<file path="config.mk">
export PLATFORM = sky130hd
export DESIGN_NAME = color_to_symbol_palette_indexer
export DESIGN_NICKNAME = d
export VERILOG_FILES = /design/src/sv/ctspi_pkg.sv /design/src/sv/ctspi_color_store.sv /design/src/sv/ctspi_pref_fifo.sv /design/src/sv/ctspi_used_marks.sv /design/src/sv/color_to_symbol_palette_indexer.sv
export SDC_FILE = /design/constraint.sdc
export NUM_CORES = 2
export LEC_CHECK = 0
export ABC_AREA = 1
export BUFFER_PORTS_ARGS = -buffer_cell sky130_fd_sc_hd__buf_2
export CORE_ASPECT_RATIO = 2
export CORE_MARGIN = 2
export CORE_UTILIZATION = 44
export CTS_CLUSTER_SIZE = 12
export DETAILED_ROUTE_END_ITERATION = 16
export PLACE_DENSITY = 0.58
export SLEW_MARGIN = 5
export SYNTH_ARGS = -nofsm -noshare
export SYNTH_HDL_FRONTEND = slang
export SYNTH_SLANG_ARGS = --single-unit
</file>
<file path="constraint.sdc">
create_clock -name clock -period 4.3 [get_ports clock]
set_input_delay 0.43 -clock clock [delete_from_list [all_inputs] [get_ports clock]]
set_output_delay 0.43 -clock clock [all_outputs]
set_load 0.02 [all_outputs]
</file>
<file path="src/sv/ctspi_pkg.sv">
package ctspi_pkg;

   // sizes
   localparam int PREF_DEPTH   = 128;
   localparam int SYMBOL_COUNT = 94;
   localparam int SYM_IDX_W    = (SYMBOL_COUNT > 1) ? $clog2(SYMBOL_COUNT) : 1;
   localparam int SYM_CNT_W    = $clog2(SYMBOL_COUNT + 1);
   localparam int PREF_ADDR_W  = (PREF_DEPTH > 1) ? $clog2(PREF_DEPTH) : 1;
   localparam int PREF_CNT_W   = $clog2(PREF_DEPTH + 1);
   localparam int SYM_W        = 7;
   localparam int COLOR_W      = 24;

   // symbol codes
   localparam logic [7:0]       SYM_FIRST    = 8'd33;
   localparam logic [7:0]       SYM_LAST     = 8'(33 + SYMBOL_COUNT - 1);
   localparam logic [SYM_W-1:0] SYM_FALLBACK = 7'd63;
   localparam logic [SYM_W-1:0] SYM_NEWLINE  = 7'd10;

   // request codes
   localparam logic [1:0] REQ_CLEAR    = 2'd0;
   localparam logic [1:0] REQ_APPEND   = 2'd1;
   localparam logic [1:0] REQ_CLASSIFY = 2'd2;

   typedef enum logic [2:0] {
      ST_IDLE,
      ST_SEARCH,
      ST_PREF,
      ST_SCAN,
      ST_STORE,
      ST_OUT_CELL,
      ST_OUT_NL
   } state_type;

   typedef struct packed {
      logic [1:0] req_type;
      logic [7:0] red;
      logic [7:0] green;
      logic [7:0] blue;
      logic [7:0] pref_symbol;
      logic       row_end_not_last;
   } req_item_type;

   typedef struct packed {
      logic [SYM_W-1:0] symbol;
      logic             new_color;
      logic             last_of_run;
   } rsp_item_type;

   typedef struct packed {
      logic       clear;
      logic       push;
      logic       pop;
      logic [7:0] push_symbol;
   } pref_ctrl_type;

   typedef struct packed {
      logic [7:0] head;
      logic       avail;
   } pref_status_type;

   typedef struct packed {
      logic                 clear;
      logic                 set;
      logic [SYM_IDX_W-1:0] idx;
   } mark_ctrl_type;

   typedef struct packed {
      logic                 en;
      logic [SYM_IDX_W-1:0] addr;
      logic [COLOR_W-1:0]   color;
      logic [SYM_W-1:0]     symbol;
   } store_wr_type;

endpackage

</file>
<file path="src/sv/ctspi_color_store.sv">
module ctspi_color_store (
   input  logic                             clock,
   input  ctspi_pkg::store_wr_type          wr,
   input  logic [ctspi_pkg::SYM_IDX_W-1:0]  rd_addr,
   output logic [ctspi_pkg::COLOR_W-1:0]    rd_color,
   output logic [ctspi_pkg::SYM_W-1:0]      rd_symbol
);

   localparam int ENTRY_W = ctspi_pkg::COLOR_W + ctspi_pkg::SYM_W;

   logic [ENTRY_W-1:0] entry_mem [ctspi_pkg::SYMBOL_COUNT];
   logic [ENTRY_W-1:0] rd_ff;

   // one write port at the fill position, one registered read port for the search
   always_ff @(posedge clock) begin
      if (wr.en) begin
         entry_mem[wr.addr] <= {wr.color, wr.symbol};
      end
      rd_ff <= entry_mem[rd_addr];
   end

   assign rd_color  = rd_ff[ENTRY_W-1:ctspi_pkg::SYM_W];
   assign rd_symbol = rd_ff[ctspi_pkg::SYM_W-1:0];

endmodule

</file>
<file path="src/sv/ctspi_pref_fifo.sv">
module ctspi_pref_fifo (
   input  logic                        clock,
   input  logic                        reset,
   input  ctspi_pkg::pref_ctrl_type    ctrl,
   output ctspi_pkg::pref_status_type  status
);

   logic [7:0]                        queue_mem [ctspi_pkg::PREF_DEPTH];
   logic [ctspi_pkg::PREF_CNT_W-1:0]  count_ff;
   logic [ctspi_pkg::PREF_CNT_W-1:0]  rd_ptr_ff;
   logic [7:0]                        head_ff;
   logic                              not_full;

   assign not_full = count_ff < ctspi_pkg::PREF_CNT_W'(ctspi_pkg::PREF_DEPTH);

   // fill count and read pointer
   always_ff @(posedge clock) begin
      if (reset || ctrl.clear) begin
         count_ff  <= '0;
         rd_ptr_ff <= '0;
      end else begin
         if (ctrl.push && not_full) begin
            count_ff <= count_ff + 1'b1;
         end
         if (ctrl.pop) begin
            rd_ptr_ff <= rd_ptr_ff + 1'b1;
         end
      end
   end

   // queue storage, head read is registered
   always_ff @(posedge clock) begin
      if (ctrl.push && not_full && !ctrl.clear) begin
         queue_mem[count_ff[ctspi_pkg::PREF_ADDR_W-1:0]] <= ctrl.push_symbol;
      end
      head_ff <= queue_mem[rd_ptr_ff[ctspi_pkg::PREF_ADDR_W-1:0]];
   end

   assign status.head  = head_ff;
   assign status.avail = rd_ptr_ff < count_ff;

endmodule

</file>
<file path="src/sv/ctspi_used_marks.sv">
module ctspi_used_marks (
   input  logic                     clock,
   input  logic                     reset,
   input  ctspi_pkg::mark_ctrl_type ctrl,
   output logic                     used
);

   logic [ctspi_pkg::SYMBOL_COUNT-1:0] used_ff;

   // one mark per printable symbol
   always_ff @(posedge clock) begin
      if (reset || ctrl.clear) begin
         used_ff <= '0;
      end else if (ctrl.set) begin
         used_ff[ctrl.idx] <= 1'b1;
      end
   end

   // single lookup port shared by the preferred check and the scan
   assign used = used_ff[ctrl.idx];

endmodule

</file>
<file path="src/sv/color_to_symbol_palette_indexer.sv">
// Palette indexer: clear and append transactions complete on acceptance. A classify
// transaction walks the stored colors one entry per cycle through the single read
// port of the color store. For an unseen color it tries the preferred symbol and,
// when that is not taken, scans the used marks for the lowest unused one, up to and
// including the first free one. The input is stalled until every result of the
// transaction has been taken, one result per cycle while rsp_stall is low (a second
// newline result follows a row end that is not the image end).
module color_to_symbol_palette_indexer (
   input  logic                    clock,
   input  logic                    reset,
   input  logic                    req_valid,
   output logic                    req_stall,
   input  ctspi_pkg::req_item_type req_data,
   output logic                    rsp_valid,
   input  logic                    rsp_stall,
   output ctspi_pkg::rsp_item_type rsp_data
);

   ctspi_pkg::state_type state_ff, state_in;

   logic [ctspi_pkg::COLOR_W-1:0]   color_ff;
   logic                            nl_ff;
   logic [ctspi_pkg::SYM_CNT_W-1:0] idx_ff;
   logic                            pend_ff;
   logic [ctspi_pkg::SYM_CNT_W-1:0] entry_cnt_ff;
   logic [ctspi_pkg::SYM_W-1:0]     sym_ff;
   logic                            fresh_ff;

   logic                            accept;
   logic                            issue;
   logic                            hit;
   logic                            used;
   logic [7:0]                      pref_off;
   logic                            pref_in_range;
   logic                            pref_take;
   logic                            scan_free;
   logic                            scan_last;
   logic                            table_room;

   logic [ctspi_pkg::COLOR_W-1:0]   rd_color;
   logic [ctspi_pkg::SYM_W-1:0]     rd_symbol;

   ctspi_pkg::store_wr_type         store_wr;
   ctspi_pkg::pref_ctrl_type        pref_ctrl;
   ctspi_pkg::pref_status_type      pref_status;
   ctspi_pkg::mark_ctrl_type        mark_ctrl;

   // shared compare and index logic
   assign accept        = req_valid && (state_ff == ctspi_pkg::ST_IDLE);
   assign issue         = (state_ff == ctspi_pkg::ST_SEARCH) && (idx_ff < entry_cnt_ff);
   assign hit           = pend_ff && (rd_color == color_ff);
   assign pref_off      = pref_status.head - ctspi_pkg::SYM_FIRST;
   assign pref_in_range = (pref_status.head >= ctspi_pkg::SYM_FIRST) &&
                          (pref_status.head <= ctspi_pkg::SYM_LAST);
   assign pref_take     = (state_ff == ctspi_pkg::ST_PREF) && pref_status.avail &&
                          pref_in_range && !used;
   assign scan_free     = (state_ff == ctspi_pkg::ST_SCAN) && !used;
   assign scan_last     = idx_ff == ctspi_pkg::SYM_CNT_W'(ctspi_pkg::SYMBOL_COUNT - 1);
   assign table_room    = entry_cnt_ff < ctspi_pkg::SYM_CNT_W'(ctspi_pkg::SYMBOL_COUNT);

   // used marks: lookup index follows the active step
   always_comb begin
      mark_ctrl.clear = accept && (req_data.req_type == ctspi_pkg::REQ_CLEAR);
      mark_ctrl.set   = pref_take || scan_free;
      if (state_ff == ctspi_pkg::ST_PREF) begin
         mark_ctrl.idx = pref_off[ctspi_pkg::SYM_IDX_W-1:0];
      end else begin
         mark_ctrl.idx = idx_ff[ctspi_pkg::SYM_IDX_W-1:0];
      end
   end

   // preferred queue control
   always_comb begin
      pref_ctrl.clear       = accept && (req_data.req_type == ctspi_pkg::REQ_CLEAR);
      pref_ctrl.push        = accept && (req_data.req_type == ctspi_pkg::REQ_APPEND);
      pref_ctrl.pop         = (state_ff == ctspi_pkg::ST_PREF) && pref_status.avail;
      pref_ctrl.push_symbol = req_data.pref_symbol;
   end

   // color store fill
   always_comb begin
      store_wr.en     = (state_ff == ctspi_pkg::ST_STORE) && table_room;
      store_wr.addr   = entry_cnt_ff[ctspi_pkg::SYM_IDX_W-1:0];
      store_wr.color  = color_ff;
      store_wr.symbol = sym_ff;
   end

   ctspi_color_store u_color_store (
      .clock     (clock),
      .wr        (store_wr),
      .rd_addr   (idx_ff[ctspi_pkg::SYM_IDX_W-1:0]),
      .rd_color  (rd_color),
      .rd_symbol (rd_symbol)
   );

   ctspi_pref_fifo u_pref_fifo (
      .clock  (clock),
      .reset  (reset),
      .ctrl   (pref_ctrl),
      .status (pref_status)
   );

   ctspi_used_marks u_used_marks (
      .clock (clock),
      .reset (reset),
      .ctrl  (mark_ctrl),
      .used  (used)
   );

   // next state
   always_comb begin
      state_in = state_ff;
      unique case (state_ff)
         ctspi_pkg::ST_IDLE: begin
            if (accept && (req_data.req_type == ctspi_pkg::REQ_CLASSIFY)) begin
               state_in = ctspi_pkg::ST_SEARCH;
            end
         end
         ctspi_pkg::ST_SEARCH: begin
            if (hit) begin
               state_in = ctspi_pkg::ST_OUT_CELL;
            end else if (!issue) begin
               state_in = ctspi_pkg::ST_PREF;
            end
         end
         ctspi_pkg::ST_PREF: begin
            state_in = pref_take ? ctspi_pkg::ST_STORE : ctspi_pkg::ST_SCAN;
         end
         ctspi_pkg::ST_SCAN: begin
            if (scan_free || scan_last) begin
               state_in = ctspi_pkg::ST_STORE;
            end
         end
         ctspi_pkg::ST_STORE: begin
            state_in = ctspi_pkg::ST_OUT_CELL;
         end
         ctspi_pkg::ST_OUT_CELL: begin
            if (!rsp_stall) begin
               state_in = nl_ff ? ctspi_pkg::ST_OUT_NL : ctspi_pkg::ST_IDLE;
            end
         end
         ctspi_pkg::ST_OUT_NL: begin
            if (!rsp_stall) begin
               state_in = ctspi_pkg::ST_IDLE;
            end
         end
         default: state_in = ctspi_pkg::ST_IDLE;
      endcase
   end

   // outputs
   always_comb begin
      req_stall            = 1'b1;
      rsp_valid            = 1'b0;
      rsp_data.symbol      = sym_ff;
      rsp_data.new_color   = fresh_ff;
      rsp_data.last_of_run = !nl_ff;
      unique case (state_ff)
         ctspi_pkg::ST_IDLE: begin
            req_stall = 1'b0;
         end
         ctspi_pkg::ST_OUT_CELL: begin
            rsp_valid = 1'b1;
         end
         ctspi_pkg::ST_OUT_NL: begin
            rsp_valid            = 1'b1;
            rsp_data.symbol      = ctspi_pkg::SYM_NEWLINE;
            rsp_data.new_color   = 1'b0;
            rsp_data.last_of_run = 1'b1;
         end
         default: begin
            req_stall = 1'b1;
         end
      endcase
   end

   // control registers
   always_ff @(posedge clock) begin
      if (reset) begin
         state_ff     <= ctspi_pkg::ST_IDLE;
         entry_cnt_ff <= '0;
         pend_ff      <= 1'b0;
      end else begin
         state_ff <= state_in;
         if (accept && (req_data.req_type == ctspi_pkg::REQ_CLEAR)) begin
            entry_cnt_ff <= '0;
         end else if (store_wr.en) begin
            entry_cnt_ff <= entry_cnt_ff + 1'b1;
         end
         if (accept) begin
            pend_ff <= 1'b0;
         end else if (state_ff == ctspi_pkg::ST_SEARCH) begin
            pend_ff <= issue;
         end
      end
   end

   // datapath registers
   always_ff @(posedge clock) begin
      unique case (state_ff)
         ctspi_pkg::ST_IDLE: begin
            if (accept) begin
               color_ff <= {req_data.red, req_data.green, req_data.blue};
               nl_ff    <= req_data.row_end_not_last;
               idx_ff   <= '0;
            end
         end
         ctspi_pkg::ST_SEARCH: begin
            if (issue) begin
               idx_ff <= idx_ff + 1'b1;
            end
            if (hit) begin
               sym_ff   <= rd_symbol;
               fresh_ff <= 1'b0;
            end
         end
         ctspi_pkg::ST_PREF: begin
            idx_ff   <= '0;
            fresh_ff <= 1'b1;
            if (pref_take) begin
               sym_ff <= pref_status.head[ctspi_pkg::SYM_W-1:0];
            end
         end
         ctspi_pkg::ST_SCAN: begin
            idx_ff <= idx_ff + 1'b1;
            if (scan_free) begin
               sym_ff <= ctspi_pkg::SYM_W'(idx_ff) + ctspi_pkg::SYM_FIRST[ctspi_pkg::SYM_W-1:0];
            end else if (scan_last) begin
               sym_ff <= ctspi_pkg::SYM_FALLBACK;
            end
         end
         default: begin
         end
      endcase
   end

endmodule

</file>
==> flow_metrics.env <==
export IMPL_coreArea_um2=370000
export IMPL_yosys_warnings=0
export IMPL_clk_latency_ns=0.97
export IMPL_portBuffers=49
export IMPL_synthArstFlopShare_pct=0
export IMPL_hold_violations=0
export IMPL_irDropWorstVdd_uv=743
export IMPL_dp_hpwl_um=326000
export IMPL_fin_cells=17700
export IMPL_cp_max_fo=78
export IMPL_rsz0062_at_grt="no"
export IMPL_synth_top_area_share_pct=73.2
export IMPL_die_area_um2=376000
export IMPL_dp_cells=17100
export IMPL_numCtsBuffers=392
export IMPL_clkSinkCount=4138
export IMPL_vias=108000
export IMPL_cts_tree="yes"
export IMPL_dp_slack_ns=0.304
export IMPL_seq_area_um2=123000
export IMPL_worst_pin_slew_ns=1.39
export IMPL_synthFlopType="edfxtp_1"
export IMPL_yosys_top_cells_area="edfxtp_1, o21ai_0, nor2_1"
export IMPL_rows=316
export IMPL_arrival_ns=4.91
export IMPL_fp_dieH_um=865
export IMPL_fillerInstances=31500
export IMPL_grt_pass1_vias=107000
export IMPL_path_cells="buf_4 > buf_4 > buf_4 > o21ai_0 > o221ai_1 > nand3_1 > a31oi_1 > nand2_1 > nand2_1 > a31oi_1 > a21oi_1"
export IMPL_synth_fp_nets=12500
export IMPL_setup_viol=0
export IMPL_synth_edf_count=3978
export IMPL_grt_max_degree=190
export IMPL_ys_ff_latch=4138
export IMPL_die_width_um=435
export IMPL_multiInputGateArea_um2=36900
export IMPL_ys_types=53
export IMPL_skew_ns=0.0845
export IMPL_clockBufferDepth=4
export IMPL_status="finished, final reports clean"
export IMPL_min_path_type="in2reg"
export IMPL_wl_um=538000
export IMPL_fin_setup_tns_ns=0
export IMPL_clk_pin_slew_ns=0.06
export IMPL_worstSetupPathType="reg2reg"
export IMPL_syn_avg_cell_area_um2=13.1
export IMPL_drc=0
export IMPL_power_total_mw=113
export IMPL_slew_viol_final=0
export IMPL_drive_gt1_share_pct=10.0
export IMPL_fin_nets=12700
export IMPL_grt_use_total_pct=28.1
export IMPL_final_setup_worst_slack_ns=0.268
export IMPL_seq_area_frac_synth_pct=75.2
export IMPL_htree_levels=5
export IMPL_postSynthCellCount=12500
export IMPL_leakagePower_nw=57.7
export IMPL_max_freq_mhz=248
export IMPL_routed_via_density=6.09
export IMPL_worstSetupStartpointType="flip-flop"
export IMPL_cap_viol_max_count=0
export IMPL_overflow=0
export IMPL_crit_slowest_cell="buf_4"
export IMPL_slew_headroom_pct=7.39
export IMPL_power_density_nw_per_um2=617
export IMPL_grt_pass1_wl_um=759000
export IMPL_clockRootBuffer="clkbuf_16"
export IMPL_worst_path_most_repeated_cell="buf_4"
export IMPL_postRouteAntennaNets=0
export IMPL_yosysTopAreaCell="edfxtp_1"
export IMPL_pin_count=50
export IMPL_fin_crit_sh_pct=93.8
export IMPL_critPathRequiredTime_ns=5.18
export IMPL_antenna_found_initial=27
export IMPL_finalCriticalPeriod_ns=4.03
export IMPL_slowest_delay_ns=0.72
export IMPL_start_util_pct=44.1
export IMPL_synth_area_um2=163000
export IMPL_drt_iter0_drc=12400
export IMPL_wl_per_cell_um=30.4
export IMPL_dr_pass1_iters=6
export IMPL_ctsResizeCount=0
export IMPL_globalplace_congestion=0.956
export IMPL_syn2layout_area_growth_pct=12.4
export IMPL_cp_end_kind="flip-flop"
metrics by stage:
stage | hold WS [ns] | area [um2] | util (%)
after floorplan | 0.427 | 163000 | -
final | 0.0633 | 183000 | 49.6
after global routing | 0.0639 | 183000 | 49.6
after CTS | 0.00402 | 183000 | 49.6
after global placement | 0.438 | 172000 | 46.6
after detailed placement | 0.444 | 172000 | 46.6
critical path, delay by kind of cell (launching register included):
family | cells | cell delay, ns
flops | 1 | 0.45
buf+inv | 3 | 1.58
compound gates | 5 | 1.41
simple gates | 3 | 0.45
sequential cells by signal, summed over array words and instances, names as in the netlist:
register and cells:
u_color_store.entry_mem 2914, u_pref_fifo.queue_mem 1024, u_used_marks.used_ff 94, u_color_store.rd_ff 31, color_ff 24, u_pref_fifo.count_ff 8
u_pref_fifo.head_ff 8, u_pref_fifo.rd_ptr_ff 8, entry_cnt_ff 7, idx_ff 7, sym_ff 7, state_ff 3
fresh_ff 1, nl_ff 1, pend_ff 1
per-layer routing:
metal | vias to the layer above | part of all wire, % | global-route usage (%)
met5 | - | 0.014 | 0
met4 | 12 | 11 | 25.1
met1 | 54400 | 33 | 29.8
met2 | 5012 | 50 | 48.5
li1 | 46800 | - | -
met3 | 1445 | 6.4 | 3.61
worst paths after layout:
check,slack [ns],start,depth (start not counted),endpoint
worst max-delay path,0.27,idx_ff[0],11,u_color_store.rd_ff[26]
worst min-delay path,0.06,req_data[2],1,u_pref_fifo.queue_mem[126][1]
worst max register to register,0.27,idx_ff[0],11,u_color_store.rd_ff[26]
worst min register to register,0.45,u_used_marks.used_ff[79],2,u_used_marks.used_ff[79]
cell usage in the layout, fill, tap and decap left out, types with 74 or more instances in the layout:
master     count
dfxtp_1      157
a21oi_1      329
nor2_1      2243
nor2_4        99
buf_4        456
o22ai_1      573
o21ai_0     2017
inv_1        179
edfxtp_1    3978
a31oi_1       74
nand2_1      725
o221ai_1     371
clkbuf_1     109
nand3_1      358
o211ai_1     155
clkbuf_16    396
buf_12       109
area by class of cell:
cell class,count,area share (%)
antenna,17,0.0232
clock buffer,512,5.68
clock inverter,29,0.177
inverter,201,0.439
multi-input combinational,7230,20.1
sequential,4138,66.9
tap,4929,3.36
timing repair buffer,638,3.34
cells in the mapped netlist, types with 7 or more instances:
cell type / count
dfxtp_1: 160
edfxtp_1: 3978
nor3_1: 18
or2_2: 15
xnor2_1: 7
a32o_1: 24
nand4_1: 28
inv_2: 7
nor2_1: 2341
o22ai_1: 573
a21oi_1: 329
a31oi_1: 79
a311oi_1: 14
nand3_1: 360
o211ai_1: 155
inv_1: 187
clkbuf_1: 812
ha_1: 21
nand2_1: 725
a221oi_1: 13
buf_1: 48
o221ai_1: 371
o21ai_0: 2017
a21oi_2: 27
buf_2: 38
o211ai_2: 60
report_power, final:
part	internal [mW]	switching [mW]
sequential	46.5	0.568
combinational	9.00	25.9
clock	16.9	14.4
total	72.4	40.9
kinds of logic (layout without fill, tap and decap cells):
group | Yosys count | in the layout | synth area share, %
fa+ha+maj | 21 | 21 | 0.161
other cells | 0 | 17 | 0
compound gates | 3687 | 3687 | 13.4
simple gates | 3509 | 3509 | 8.48
xor+xnor | 13 | 13 | 0.0698
buf+inv | 1115 | 1380 | 2.69
flops | 4138 | 4138 | 75.2
what timing repair did:
action / in CTS / in global routing
setup endpoints to repair: 0 / 0
buffers inserted: 0 / 0
hold buffers: 32 / 0
hold endpoints to repair: 145 / 0
(Power assumes the default switching activity.)
